File: src/hw/rtl/ftn_mul.sv
module ftn_mul (
    input  logic               clk,
    input  logic signed [31:0] a,
    input  logic signed [31:0] b,
    output logic signed [63:0] prod
);

    logic signed [63:0] prod_reg;

    always_ff @(posedge clk)
    begin
        prod_reg <= a * b;
    end

    assign prod = prod_reg;

endmodule

File: config.mk
export PLATFORM = sky130hd
export DESIGN_NAME = ftn_mul
export DESIGN_NICKNAME = d
export VERILOG_FILES = /design/src/hw/rtl/ftn_mul.sv
export SDC_FILE = /design/constraint.sdc
export NUM_CORES = 2
export LEC_CHECK = 0
export ABC_AREA = 1
export BUFFER_PORTS_ARGS = -buffer_cell sky130_fd_sc_hd__buf_2
export CORE_ASPECT_RATIO = 0.9
export CORE_UTILIZATION = 35
export CTS_CLUSTER_DIAMETER = 40
export DETAILED_ROUTE_END_ITERATION = 8
export PLACE_DENSITY = 0.53
export SYNTH_ARGS = -nofsm -noshare
export SYNTH_HDL_FRONTEND = slang
export SYNTH_SLANG_ARGS = --single-unit
File: constraint.sdc
create_clock -name clk -period 10.14 [get_ports clk]
set_clock_uncertainty 0.15 [all_clocks]
set_input_delay 2.028 -clock clk [delete_from_list [all_inputs] [get_ports clk]]
set_output_delay 2.028 -clock clk [all_outputs]
set_load 0.1 [all_outputs]
==> summary.md <==
| Metric | Value |
|---|---|
| Reg clk slew, reported paths | 70 ps |
| Die height | 323.5 um |
| Final min period | 9467 ps |
| Total Die Area | 116200 sq um |
| Share of post-route cells with drive strength above 1 | 5.844% |
| Clock Path Buffers | 2 |
| Adder-Cell Fraction of Synth Area | 59.60% |
| Total negative setup slack | 0 ps |
| Synthesis Warnings | 0 |
| CP Data Required Time | 10260 ps |
| Fin. max-slew vios | 0 |
| Post-synthesis sequential area ratio | 3.187% |
| Placed insts | 6624 |
| Remaining Overflow, GRT | 0 |
| Post-Layout Cell Count | 6641 |
| Final Wtd Congestion | 0.9662 |
| Synth Cell Area | 40200 sq um |
| Min-delay src | b[0] |
| Hold-fix buffer count after cts | 0 |
| Post-Synth XOR/XNOR Area | 0.7407% |
| Critical path capture point type | flip-flop |
| Synth Net Count | 6455 |
| Drt via density | 4.605 |
| CORE AREA | 113500 sq um |
| CTS root buf | clkbuf_16 |
| # nets final | 6479 |
| Hold crit path type | primary input to flip-flop |
| Final setup viols | 0 |
| Maximum clock frequency | 105.6 MHz |
| Syn Inst Count | 5124 |
| Number of gates resized after cts | 0 |
| Flops & latches, synth | 64 |
| Final hold vios | 0 |
| # fillers | 11870 |
| Total track usage | 22.07% |
| Syn Area/Cell | 7.846 sq um |
| RSZ-0062 raised after global routing | false |
| Place WS | 349.4 ps |
| Drt pass-1 iters | 7 |
| Largest net degree at the start of global routing | 33 |
| DRC Markers | 0 |
| Hold path endpoint | prod[0] |
| FP Rows | 117 |
| Worst Hold Path Cells | 4 |
| CP max FO | 24 |
| Initial antenna violation count | 10 |
| Area growth syn-to-layout | 6.585% |
| WL final | 121.6 mm |
| Port bufs | 128 |
| Arr. time, crit path | 9590 ps |
| Max Cap Violations | 0 |
| Post-DRT Antenna Nets | 0 |
| Buffers inserted by post-CTS timing repair | 0 |
| Routed vias | 30580 |
| Largest family of logic cells by synthesized area | adder cells |
| DP Wirelength | 106.6 mm |
| CTS tree | done |
| First-pass GRT wire length | 194.6 mm |
| Initial drt markers | 2277 |
| Yosys cell types | 27 |
| H-tree depth | 3 |
| Cts bufs inserted | 9 |
| Simple-gate share of the synthesized area | 17.55% |
| Slew margin rel. | 37.89% |
| Startpoint types | primary input |
| Worst Tran Pin Value | 931.6 ps |
| WS Path Type | primary input to flip-flop |
| Compound-Gate Fraction of Synth Area | 1.260% |
| WL/cell | 18.32 um |
| Post-route setup slack | 672.7 ps |
| Die X | 359.3 um |
| Vias in the first global route | 32900 |
| Initial Util | 35.44% |
| # clock sinks | 64 |
| Hold Slack | 2121 ps |
| Largest register FFs | 64 |
| Post-synthesis mux area share | 0% |
| Tcrit/Tclk final | 93.37% |
| Status | complete, no violations |
| IO Pins | 129 |
cell families (layout without fill, tap and decap cells):
| group | Yosys count | in the layout |
|---|---|---|
| flops | 64 | 64 |
| buf+inv | 1892 | 1919 |
| fa+ha+maj | 1266 | 1266 |
| other cells | 0 | 3 |
| compound gates | 95 | 95 |
| simple gates | 1773 | 1773 |
| xor+xnor | 34 | 34 |
per-stage QoR:
step                      utilization [%]  cell area, sq um
after global placement              37.52             42560
final                               37.77             42850
after global routing                37.77             42850
after detailed placement            37.52             42560
after CTS                           37.76             42840
after floorplan                         -             40200
worst max-delay path, cell delays in order:
cell and delay, ps:
buf_2 470, nand2_1 180, inv_1 110, fa_1 410, inv_1 250, fa_1 470, inv_1 260, fa_1 510
fa_1 530, inv_1 270, fa_1 580, inv_1 60, fa_1 530, inv_1 50, fa_1 470, inv_1 50
fa_1 450, ha_1 520, nand2_1 90, inv_1 110, nand2_1 130, nor3_2 250, nand2_1 190, nor3_1 170
nand2_1 220, nand3_1 130, nand2_1 60
how the worst max path moves through the flow:
| stage | start | to | slack (ps) | cells after the start |
|---|---|---|---|---|
| 2_1_floorplan | a[31] | prod[59] | 1320 | 27 |
| 3_3_place_gp | b[6] | prod[62] | 210 | 27 |
| 3_5_place_dp | b[6] | prod[62] | 350 | 27 |
| 4_1_cts | b[6] | prod[62] | 720 | 27 |
| 5_1_grt | b[6] | prod[62] | 230 | 27 |
| 6_report | b[6] | prod[62] | 670 | 27 |
layout by cell type (no fill, tap or decap), types with 4 or more instances in the layout:
cell	netlist	final
fa_1	1082	1082
inv_2	8	8
clkbuf_16	0	9
dfxtp_1	64	64
o21bai_1	8	8
nand2_2	21	21
nor2_2	31	31
a21oi_1	62	62
nand3b_1	6	6
nor2_1	93	93
o21ai_1	4	4
o21ai_0	17	17
buf_2	0	128
nand3_1	73	73
ha_1	184	184
nand4_1	13	13
xor2_1	31	31
or2_2	7	7
nor3_2	5	5
nor3_1	11	11
buf_4	0	77
inv_1	1692	1692
nand3_2	6	6
nand2_1	1504	1504
area by class of cell:
class	count	area (sq um)	area share, %
clock inverters	2	15.01	0.03504
flip-flops and latches	64	1281	2.990
well taps	1487	1861	4.342
inverters	1700	6381	14.89
diodes	3	7.507	0.01752
multi-input cells	3168	31820	74.26
repair buffers	205	1219	2.844
clock buffers	12	266.5	0.6219
cells in the mapped netlist:
master,instances,share of area [%]
or2_2,7,0.11
nand3_1,73,0.91
ha_1,184,5.7
nand2_2,21,0.33
nor2_2,31,0.48
nor3_1,11,0.14
nand3_2,6,0.15
o21ai_0,17,0.21
o21bai_1,8,0.15
dfxtp_1,64,3.2
a21oi_1,62,0.77
clkbuf_1,192,1.8
nor2_4,3,0.084
nand3b_1,6,0.11
xor2_1,31,0.68
nand2_1,1504,14
o21ai_1,4,0.050
inv_2,8,0.075
nand4_1,13,0.20
fa_1,1082,54
xnor2_1,3,0.065
a21o_1,2,0.037
o21a_1,1,0.019
a21oi_2,1,0.022
inv_1,1692,16
nor3_2,5,0.12
nor2_1,93,0.87
metal layers:
metal  track usage [%]  vias to the layer above  wire length, um
li1                  -                    13970                -
met5                 0                        -               54
met3             4.033                      101             9218
met4             3.815                        8             1764
met1             32.86                    15600            57510
met2             33.69                      903            53100
Power is left out: the tool's default activity adds up to more than one toggle a clock period on the data nets, which glitch-free logic cannot reach.
