$ cat src/hw/rtl/ftn_pkg.sv
package ftn_pkg;

    localparam int COORD_W          = 16;
    localparam int IDX_W            = 12;
    localparam int NORM_W           = 16;
    localparam int FRAC_BITS        = 14;
    localparam int VERTEX_DEPTH_DEF = 4096;
    localparam int ADDR_MAX_W       = 17;
    localparam logic signed [NORM_W-1:0] NORM_ONE = NORM_W'(1 << FRAC_BITS);

    localparam logic [1:0] KIND_POS   = 2'd0;
    localparam logic [1:0] KIND_TRI   = 2'd1;
    localparam logic [1:0] KIND_READ  = 2'd2;
    localparam logic [1:0] KIND_CLEAR = 2'd3;

    typedef struct packed {
        logic go;
        logic is_div;
    } rd_req_t;

    function automatic logic [ADDR_MAX_W-1:0] vidx(input logic [IDX_W-1:0] raw,
                                                   input int depth);
        logic [ADDR_MAX_W-1:0] r;
        int k;
        int step;
        r = ADDR_MAX_W'(raw);
        for (k = IDX_W - 1; k >= 0; k--)
        begin
            step = depth << k;
            if (step < (1 << IDX_W) && int'(r) >= step)
            begin
                r = r - ADDR_MAX_W'(step);
            end
        end
        return r;
    endfunction

endpackage

$ cat src/hw/rtl/ftn_root_div.sv
module ftn_root_div (
    input  logic                      clk,
    input  logic                      rst_n,
    input  ftn_pkg::rd_req_t          req,
    input  logic [61:0]               radicand,
    input  logic [29:0]               num,
    input  logic [30:0]               den,
    output logic                      done,
    output logic [30:0]               root,
    output logic [ftn_pkg::FRAC_BITS:0] quot
);
    import ftn_pkg::*;

    logic        busy_reg;
    logic        done_reg;
    logic        mode_reg;
    logic [4:0]  cnt_reg;
    logic [32:0] rem_reg;
    logic [61:0] rad_reg;
    logic [30:0] acc_reg;
    logic [30:0] den_reg;
    logic [32:0] a_op;
    logic [32:0] b_op;
    logic [33:0] diff;
    logic        ge;
    logic [32:0] new_rem;

    always_comb
    begin
        a_op    = mode_reg ? rem_reg : {rem_reg[30:0], rad_reg[61:60]};
        b_op    = mode_reg ? {2'b00, den_reg} : {acc_reg, 2'b01};
        diff    = {1'b0, a_op} - {1'b0, b_op};
        ge      = !diff[33];
        new_rem = ge ? diff[32:0] : a_op;
    end

    always_ff @(posedge clk or negedge rst_n)
    begin
        if (!rst_n)
        begin
            busy_reg <= 1'b0;
            done_reg <= 1'b0;
        end
        else
        begin
            done_reg <= 1'b0;
            if (req.go)
            begin
                busy_reg <= 1'b1;
                mode_reg <= req.is_div;
                cnt_reg  <= req.is_div ? 5'(FRAC_BITS) : 5'd30;
                rem_reg  <= req.is_div ? {3'b000, num} : 33'd0;
                rad_reg  <= radicand;
                acc_reg  <= 31'd0;
                den_reg  <= den;
            end
            else if (busy_reg)
            begin
                acc_reg <= {acc_reg[29:0], ge};
                rad_reg <= {rad_reg[59:0], 2'b00};
                rem_reg <= mode_reg ? {new_rem[31:0], 1'b0} : new_rem;
                cnt_reg <= cnt_reg - 5'd1;
                if (cnt_reg == 5'd0)
                begin
                    busy_reg <= 1'b0;
                    done_reg <= 1'b1;
                end
            end
        end
    end

    assign done = done_reg;
    assign root = acc_reg;
    assign quot = acc_reg[FRAC_BITS:0];

`ifndef SYNTHESIS
    a_no_go_busy: assert property (@(posedge clk) disable iff (!rst_n)
        req.go |-> !busy_reg) else $error("request while busy");
    a_done_end: assert property (@(posedge clk) disable iff (!rst_n)
        done_reg |-> !busy_reg) else $error("done while busy");
    a_done_from_busy: assert property (@(posedge clk) disable iff (!rst_n)
        done_reg |-> $past(busy_reg)) else $error("done without work");
`endif

endmodule

$ cat config.mk
export PLATFORM = sky130hd
export DESIGN_NAME = ftn_root_div
export DESIGN_NICKNAME = d
export VERILOG_FILES = /design/src/hw/rtl/ftn_pkg.sv /design/src/hw/rtl/ftn_root_div.sv
export SDC_FILE = /design/constraint.sdc
export NUM_CORES = 1
export LEC_CHECK = 0
export BUFFER_PORTS_ARGS = -buffer_cell sky130_fd_sc_hd__buf_2
export CAP_MARGIN = 10
export CORE_ASPECT_RATIO = 1.1
export CORE_UTILIZATION = 49
export DETAILED_ROUTE_END_ITERATION = 7
export GPL_ROUTABILITY_DRIVEN = 1
export HOLD_SLACK_MARGIN = 0.02
export PLACE_DENSITY = 0.71
export SYNTH_ARGS = -nofsm -noshare
export SYNTH_HDL_FRONTEND = slang
export SYNTH_SLANG_ARGS = --single-unit
export TNS_END_PERCENT = 30
$ cat constraint.sdc
create_clock -name clk -period 7.8 [get_ports clk]
set_input_delay 1.17 -clock clk [delete_from_list [all_inputs] [get_ports clk]]
set_output_delay 1.17 -clock clk [all_outputs]
set_load 0.01 [all_outputs]
==> metrics.yaml, run 1 <==
clocking:
  cts_max_level: 4
  post_cts_buffers: 0
  clkSlewWorstSetupHoldPaths_ps: 80
  ctsResizeCount: 0
  cts_buffers: 17
  clockRootBuffer: "clkbuf_16"
  clk_path_buf_depth: 2
  tritoncts: "built"
  cts_sinks: 165
  hold_buffers: 0
  worstSkewPairLatency_ps: 440
worst_setup_path:
  r2r_cells: 14
  rr_startpoint: "mode_reg"
  timing.rr.end: "rem_reg[14]"
  cp.arrival_ps: 5260
  cp.depth: 14
  cp_max_fo: 35
  crit_slowest_cell: "edfxtp_1"
  path_class: "reg2reg"
  worstPathRequired_ps: 7990
  cp_slowest_stage_delay_ps: 790
  cp_top_family: "buffers and inverters"
  crit_chain: "buf_4 -> inv_2 -> nand2_1 -> o21ai_0 -> ha_1 -> nand2_1 -> or3_1 -> o221ai_1 -> a31oi_2 -> a21oi_4 -> buf_4 -> mux2_2 -> o21ai_0 -> o21ai_0"
  startpoint_type: "flip-flop"
  crit_path_frequent_cell: "o21ai_0"
  r2r_setup_slack_ps: 2730
  worstSetupEndpointType: "flip-flop"
  cp_num_buf_inv: 3
drt:
  postRouteAntennaNets: 0
  vias: 7226
  drt-vias-per-instance: 5.82
  dr.pass1.iters: 8
  wl_mm: 23.6
  wl_per_cell_um: 19.0
  drt_iter0_drc: 575
  route.detailed.drc: 11
die:
  start_util_pct: 50.6
  die_area_mm2: 0.0212
  fp.dieH_um: 153
  rows: 54
  die_w_um: 139
  io_pins: 174
  core_mm2: 0.0200
power_and_ir_drop:
  total_leakage_power_nw: 4.96
  powerDensity_mw_per_mm2: 260
  vdd_ir_drop_max_mv: 0.172
global_route:
  grt_pass1_wl_mm: 38.0
  first_global_vias: 7196
  antenna_found_initial: 0
  grt_use_total_pct: 22.9
  grt_max_degree: 63
  grt_overflow_total: 0
final_layout:
  largest_reg_flops: 62
  seq_area_mm2: 0.00495
  fillers: 1672
  diodes: 0
  final_cells: 1241
  syn2layout_area_growth_pct: 15.4
  drive_above_1_share_pct: 33.9
  fin_nets: 1139
  final_cell_mix: "buf_2 (172), edfxtp_1 (163), mux2_2 (87)"
  multi_input_area_mm2: 0.00478
  layout_commonest_cell: "buf_2"
  design_area_mm2: 0.0117
timing:
  finClkSkew_ps: 12.4
  rsz0062_at_grt: "false"
  final_hold_viol_count: 0
  post-route-period-util_pct: 65.0
  relSlewSlack_pct: 29.6
  tns_ps: 0
  tightest_slew_ps: 1060
  setup_viol: 0
  clock.fmax_mhz: 197
  hold_ws_ps: 550
  slew_violations: 0
  finalCriticalPeriod_ps: 5070
outcome:
  violations: "DRC"
  outcome: "complete, but fails checks"
placed_design:
  dp_hpwl_mm: 16.1
  place_area_mm2: 0.0111
  placed_cells: 1209
  io_buffers: 173
  gp_congestion: 0.889
min_path:
  hold_class: "reg2reg"
  worst_hold_path.num_cells: 1
  holdPathEnd: "rad_reg[24]"
  holdCritStartpoint: "rad_reg[22]"
synth:
  syn-num-nets: 999
  synthArstFlopShare_pct: 1.21
  yosys-top-cells-area: "edfxtp_1 (48%), mux2_2 (9.7%), mux2i_1 (7.4%), ha_1 (4.3%), mux4_2 (2.7%)"
  syn_inst: 836
  yosysSeqAreaShare_pct: 48.9
  syn_area_mm2: 0.0101
  ys_types: 72
  synth_seq_cells: 165
  synth_edf_count: 163
  synth_top_area_share_pct: 48.4
  ys_warn_count: 0
  syn_avg_cell_area_um2: 12.1
  synth_top_cell_by_area: "edfxtp_1"
  synth_ff_type: "edfxtp_1"
flow_run:
  max_cap_violations: 0
==> cell families after synthesis <==
family	Yosys count	share of synthesized area (%)
XOR/XNOR	30	2.60
flip-flops	165	48.9
adder cells (fa/ha/maj)	36	4.53
buffers and inverters	82	3.97
multiplexers	180	20.4
AO/OA/AOI/OAI	165	11.8
AND/OR/NAND/NOR	178	7.74
==> power breakdown <==
group          total [W]  internal (W)  switching [W]  leakage, nW
Sequential       0.00113       0.00108      0.0000515         1.62
Clock           0.000878      0.000442       0.000436        0.302
Combinational    0.00103      0.000460       0.000565         3.03
==> per-layer routing <==
metal	share of wire, %	GRT usage (%)	up-vias	wire length (um)
li1	-	-	3425	-
met1	46	31.2	3542	10800
met2	48	38.0	238	11300
met3	5.5	4.02	21	1280
met4	1.1	5.66	0	258
met5	0	0	-	0
==> per-stage QoR <==
step,util [%],setup WS (ps),power (W)
floorplan,-,3240,0.00194
global placement,55.3,2910,0.00214
detailed placement,55.3,2780,0.00216
CTS,58.4,2720,0.00304
global route,58.4,2420,0.00319
finish,58.4,2730,0.00304
==> worst register-to-register path, stage by stage, from the launching register on <==
cell and delay [ps]:
edfxtp_1 790, buf_4 580, inv_2 330, nand2_1 160, o21ai_0 100, ha_1 400
nand2_1 130, or3_1 410, o221ai_1 200, a31oi_2 110, a21oi_4 560, buf_4 430
mux2_2 400, o21ai_0 140, o21ai_0 100
==> synthesized netlist by cell type (7+ instances only) <==
master / count
xnor2_1: 20
buf_4: 16
xor2_1: 10
a21oi_1: 34
and2_1: 9
inv_1: 20
edfxtp_1: 163
o21ai_1: 11
buf_2: 15
ha_1: 35
nor2_1: 62
a22o_1: 13
clkbuf_1: 15
mux2i_1: 75
nand3_1: 10
mux4_2: 12
o21ai_0: 20
nand2_1: 66
nand4_1: 7
o21a_1: 7
a31oi_1: 8
buf_1: 13
mux2_2: 87
a21o_1: 17
==> layout make-up <==
cell class              count  share of cell area (%)
clock buffers              17                    3.64
well taps                 252                    2.70
inverters                  21                   0.675
clock inverters            15                    1.68
repair buffers            182                    8.02
multi-input cells         589                    40.9
flip-flops and latches    165                    42.4
==> how the worst max path moves through the flow <==
| stage | startpoint | endpoint |
|---|---|---|
| after floorplan | req[1] | cnt_reg[0] |
| after global placement | mode_reg | rem_reg[10] |
| after detailed placement | mode_reg | rem_reg[10] |
| after CTS | mode_reg | rem_reg[14] |
| after global routing | mode_reg | rem_reg[14] |
| final | mode_reg | rem_reg[14] |
Note: power is estimated with default switching activity, not from simulation.
==> run 2, diff against run 1 <==
Settings changed: PLACE_DENSITY 0.71 to 0.74.
Clock period 7.8 ns to 4.6 ns, I/O delays scaled along.
==> run 2 against run 1 <==
  * The run still ends with DRC left
  * Via count decreased by 1.1%
  * Total power increased by 71%
  * Die area unchanged
  * Sequential share of layout area decreased by 0.34 points
  * Clock power up 73%
  * Clock-buffer cell count stayed put
  * Cell count is 0.48% higher
  * Largest power group unchanged
==> metrics.yaml, run 2 (synthesized netlist as in run 1, its figures left out) <==
final_layout:
  syn2layout_area_growth_pct: 16.4
  fillers: 1663  # -0.54%
  largest_reg_flops: 62  # unchanged
  final_util_pct: 58.8  # +0.48 points
  layout_commonest_cell: "buf_2"
  drive_above_1_share_pct: 34.2  # +0.33 points
  final_cell_mix: "buf_2 (172), edfxtp_1 (163), mux2_2 (87)"
  design_area_mm2: 0.0118  # +0.81%
  fin_nets: 1144  # +0.44%
global_route:
  grt_pass1_wl_mm: 37.3  # -1.8%
  grt_max_degree: 90  # +43%
  grt_use_total_pct: 22.6  # -0.37 points
  first_global_vias: 7208  # +0.17%
  grt_overflow_total: 0  # unchanged
  antenna_found_initial: 1  # +1
power_and_ir_drop:
  vdd_ir_drop_max_mv: 0.297  # +73%
  total_leakage_power_nw: 5.00  # +0.85%
  powerDensity_mw_per_mm2: 441  # +70%
drt:
  postRouteAntennaNets: 0  # unchanged
  route.detailed.drc: 15  # +4
  dr.pass1.iters: 8  # unchanged
  drt-vias-per-instance: 5.73  # -1.6%
  wl_mm: 23.4  # -0.65%
  vias: 7145  # -1.1%
  drt_iter0_drc: 542  # -5.7%
  wl_per_cell_um: 18.8  # -1.1%
die:
  core_mm2: 0.0200  # unchanged
  rows: 54  # unchanged
  fp.dieH_um: 153  # unchanged
  die_area_mm2: 0.0212  # unchanged
  start_util_pct: 50.6  # unchanged
  io_pins: 174  # unchanged
  die_w_um: 139  # unchanged
worst_setup_path:
  path_class: "reg2reg"
  cp_slowest_stage_delay_ps: 440  # -350 ps
  cp.arrival_ps: 4270  # -990 ps
  worstPathRequired_ps: 4780  # -3210 ps
  crit_slowest_cell: "edfxtp_1"
  r2r_cells: 12  # -2
  rr_startpoint: "mode_reg"
  cp_max_fo: 52  # +49%
  crit_start: "mode_reg"
  timing.rr.end: "rem_reg[32]"
  cp_top_family: "compound AO/OA/AOI/OAI gates"
  worstSetupEndpointType: "flip-flop"
  crit_chain: "buf_12 -> mux2_2 -> ha_1 -> nand3_1 -> or2_1 -> o21ai_1 -> a31oi_2 -> a21oi_4 -> buf_4 -> mux2_1 -> o21ai_0 -> a311oi_1"
  cp_num_buf_inv: 2  # -1
  r2r_setup_slack_ps: 510  # -2220 ps
  startpoint_type: "flip-flop"
clocking:
  clk_path_buf_depth: 2  # unchanged
  ctsResizeCount: 0  # unchanged
  clkSlewWorstSetupHoldPaths_ps: 80  # about the same
  post_cts_buffers: 0  # unchanged
  cts_sinks: 165  # unchanged
  clockRootBuffer: "clkbuf_16"
  worstSkewPairLatency_ps: 450  # about the same
  cts_buffers: 17  # unchanged
  hold_buffers: 0  # unchanged
  tritoncts: "built"
  cts_max_level: 4  # unchanged
flow_run:
  max_cap_violations: 0  # unchanged
timing:
  finalCriticalPeriod_ps: 4090  # -983 ps
  rsz0062_at_grt: "false"
  final_hold_viol_count: 0  # unchanged
  clock.fmax_mhz: 245  # +24%
  post-route-period-util_pct: 88.8  # +24 points
  setup_viol: 0  # unchanged
  finClkSkew_ps: 12.5  # +0.126 ps
  slew_violations: 0  # unchanged
  tightest_slew_ps: 1060  # +3.57 ps
  relSlewSlack_pct: 29.4  # -0.24 points
  tns_ps: 0  # unchanged
placed_design:
  io_buffers: 173  # unchanged
  dp_hpwl_mm: 16.2  # +0.52%
  place_area_mm2: 0.0111  # +0.68%
  gp_congestion: 0.871  # -2.0%
outcome:
  outcome: "complete, but fails checks"
  violations: "DRC"
min_path:
  hold_class: "in2async"
==> run 2: changes by cell type in the layout (fill, tap and decap cells not counted), sizes merged <==
cell and change:
diode +1, buf +5
==> run 2: report_power, final <==
part	internal (W)	total, W	switching [W]
logic	0.000803	0.00176	0.000952
registers	0.00183	0.00191	0.0000810
clock network	0.000760	0.00152	0.000761
total	0.00340	0.00519	0.00179
==> run 2: worst max path at each step <==
| stage | to | slack, ps | depth (start not counted) |
|---|---|---|---|
| after floorplan | rem_reg[18] | 320 | 15 |
| after global placement | rem_reg[32] | 700 | 12 |
| after detailed placement | rem_reg[6] | 590 | 12 |
| after CTS | rem_reg[6] | 570 | 12 |
| after global routing | rem_reg[32] | 270 | 13 |
| final | rem_reg[32] | 510 | 12 |
==> run 2: cell type report <==
class	count	area [um2]	share of cell area, %
Antenna cell	1	2.50	0.0213
Clock buffer	17	425	3.61
Clock inverter	15	214	1.82
Inverter	21	78.8	0.670
Multi-Input combinational cell	589	4780	40.6
Sequential cell	165	4950	42.0
Tap cell	252	315	2.68
Timing Repair Buffer	187	1010	8.59
==> run 2: worst register-to-register path, cell delays in order, from the launching register on <==
cell,delay (ps)
edfxtp_1,440
buf_12,300
mux2_2,450
ha_1,410
nand3_1,150
or2_1,310
o21ai_1,310
a31oi_2,210
a21oi_4,350
buf_4,300
mux2_1,360
o21ai_0,170
a311oi_1,70
==> run 2: stage by stage <==
step           cells  power (W)  hold slack, ps  setup WS (ps)
6_report        1247    0.00519            96.8            514
2_1_floorplan    836    0.00328             394            315
3_3_place_gp    1214    0.00364             526            699
5_1_grt         1247    0.00545            83.1            269
4_1_cts         1246    0.00520            81.8            570
3_5_place_dp    1214    0.00367             532            588
==> run 2: metal layers <==
metal | global-route usage, % | share of wire, % | up-vias
met3 | 3.61 | 5.4 | 23
met2 | 37.9 | 49 | 226
met5 | 0 | 0 | -
met1 | 29.5 | 44 | 3456
met4 | 8.15 | 1.6 | 0
li1 | - | - | 3440
==> run 3, diff against run 2 <==
--- a/config.mk
+++ b/config.mk
@@ -11,2 +11,3 @@
 export CORE_UTILIZATION = 49
+export CTS_BUF_LIST = sky130_fd_sc_hd__clkbuf_4 sky130_fd_sc_hd__clkbuf_8
 export DETAILED_ROUTE_END_ITERATION = 7
--- a/constraint.sdc
+++ b/constraint.sdc
@@ -3,2 +3,2 @@
 set_output_delay 0.69 -clock clk [all_outputs]
-set_load 0.01 [all_outputs]
+set_load 0.05 [all_outputs]
==> run 3 against run 2 <==
  * The flow still finishes with violations (DRC)
  * Register-to-register slack barely moved
  * Die area did not move
  * Clock skew rose by 8.5 ps
  * Highest routed layer unchanged
  * Critical path type unchanged
  * First-iteration DRC count rose by 4.8%
  * Core utilization fell by 0.91 points
==> metrics.yaml, run 3 (synthesized netlist as in run 1, its figures left out) <==
clocking:
  cts_buffers: 17  # unchanged
  hold_buffers: 0  # unchanged
  clkSlewWorstSetupHoldPaths_ps: 120  # +40 ps
  post_cts_buffers: 0  # unchanged
  clockRootBuffer: "clkbuf_8"
  clk_path_buf_depth: 2  # unchanged
  tritoncts: "built"
  cts_sinks: 165  # unchanged
  cts_max_level: 4  # unchanged
  worstSkewPairLatency_ps: 480  # +30 ps
  ctsResizeCount: 0  # unchanged
worst_setup_path:
  worstSetupEndpointType: "flip-flop"
  cp_slowest_stage_delay_ps: 460  # +20 ps
  startpoint_type: "flip-flop"
  cp.arrival_ps: 4320  # +50 ps
  crit_chain: "buf_12 -> mux2_2 -> ha_1 -> nand3_1 -> or2_1 -> o21ai_1 -> a31oi_2 -> a21oi_4 -> buf_4 -> mux2i_1 -> nand2_1 -> a32o_1"
  worstPathRequired_ps: 4830  # +50 ps
  cp_max_fo: 52  # unchanged
  crit_slowest_cell: "edfxtp_1"
  path_class: "reg2reg"
final_layout:
  largest_reg_flops: 62  # unchanged
  fin_nets: 1145  # +0.087%
  drive_above_1_share_pct: 34.2  # -0.034 points
  syn2layout_area_growth_pct: 14.6
  final_cell_mix: "buf_2 (172), edfxtp_1 (163), mux2_2 (87)"
  layout_commonest_cell: "buf_2"
global_route:
  grt_max_degree: 90  # unchanged
  grt_pass1_wl_mm: 37.2  # -0.28%
  antenna_found_initial: 1  # unchanged
  grt_use_total_pct: 22.5  # -0.11 points
  first_global_vias: 7172  # -0.50%
  grt_overflow_total: 0  # unchanged
placed_design:
  dp_hpwl_mm: 16.2  # unchanged
  io_buffers: 173  # unchanged
  gp_congestion: 0.871  # unchanged
  pre_cts_slack_ps: 588  # unchanged
power_and_ir_drop:
  vdd_ir_drop_max_mv: 0.234  # -21%
  powerDensity_mw_per_mm2: 423  # -4.2%
  total_leakage_power_nw: 4.92  # -1.7%
  totalPowerFinal_w: 0.00490  # -5.6%
die:
  core_mm2: 0.0200  # unchanged
  die_area_mm2: 0.0212  # unchanged
  die_w_um: 139  # unchanged
  start_util_pct: 50.6  # unchanged
  fp.dieH_um: 153  # unchanged
  rows: 54  # unchanged
  io_pins: 174  # unchanged
timing:
  rsz0062_at_grt: "false"
  setup_viol: 0  # unchanged
  tightest_slew_ps: 1080  # +21.9 ps
  finClkSkew_ps: 21.0  # +8.47 ps
  final_hold_viol_count: 0  # unchanged
  relSlewSlack_pct: 27.9  # -1.5 points
  fin_ws_ps: 516  # +2.10 ps
  tns_ps: 0  # unchanged
  slew_violations: 0  # unchanged
  finalCriticalPeriod_ps: 4080  # -2.10 ps
  clock.fmax_mhz: 245  # about the same
  post-route-period-util_pct: 88.8  # about the same
flow_run:
  max_cap_violations: 0  # unchanged
drt:
  wl_per_cell_um: 18.6  # -0.91%
  drt_iter0_drc: 568  # +4.8%
  vias: 7172  # +0.38%
  wl_mm: 23.2  # -0.83%
  drt-vias-per-instance: 5.75  # +0.30%
  route.detailed.drc: 15  # unchanged
  postRouteAntennaNets: 0  # unchanged
  dr.pass1.iters: 8  # unchanged
min_path:
  hold_class: "in2reg"
outcome:
  violations: "DRC"
  outcome: "complete, but fails checks"
-- run 3: cell type report --
class	instances	area, um2
timing repair buffer	188	1020
sequential	165	4950
antenna	1	2.50
fill	1701	8410
tap	252	315
clock inverter	15	214
clock buffer	17	234
inverter	21	78.8
multi-input combinational	589	4780
-- run 3: metal layers --
| layer | part of all wire (%) | vias up | GRT usage, % |
|---|---|---|---|
| met4 | 1.7 | 0 | 7.25 |
| met1 | 45 | 3481 | 29.5 |
| li1 | - | 3440 | - |
| met5 | 0 | - | 0 |
| met2 | 48 | 224 | 37.6 |
| met3 | 5.0 | 27 | 3.99 |
-- run 3: stage by stage --
stage | hold WS, ps | instance area [um2] | util, % | cells
final | 375 | 11600 | 57.9 | 1248
after global routing | 345 | 11600 | 57.9 | 1248
after CTS | 20.4 | 11600 | 57.9 | 1246
after detailed placement | 532 | 11100 | 55.6 | 1214
after global placement | 526 | 11100 | 55.6 | 1214
after floorplan | 394 | 10100 | - | 836
-- run 3: worst max-delay path, delay by kind of cell, from the launching register on --
| family | cells | cell delay, ps |
|---|---|---|
| AO/OA/AOI/OAI | 4 | 1120 |
| multiplexers | 2 | 670 |
| buffers and inverters | 2 | 600 |
| AND/OR/NAND/NOR | 3 | 540 |
| flip-flops | 1 | 460 |
| adder cells (fa/ha/maj) | 1 | 410 |
-- run 3: worst paths after layout --
check,from,to,slack (ps),cells after the start
hold reg to reg,rad_reg[15],rad_reg[17],560,1
setup reg to reg,mode_reg,rem_reg[6],520,12
hold / removal,den[22],den_reg[22],380,1
setup / recovery,mode_reg,rem_reg[6],520,12
max in group asynchronous,rst_n,busy_reg,3800,2
min in group asynchronous,rst_n,done,590,2
-- run 3: where the power goes --
group          internal, W  switching, W
Clock             0.000440      0.000708
Sequential         0.00183     0.0000806
Combinational     0.000804       0.00103
Total              0.00308       0.00182
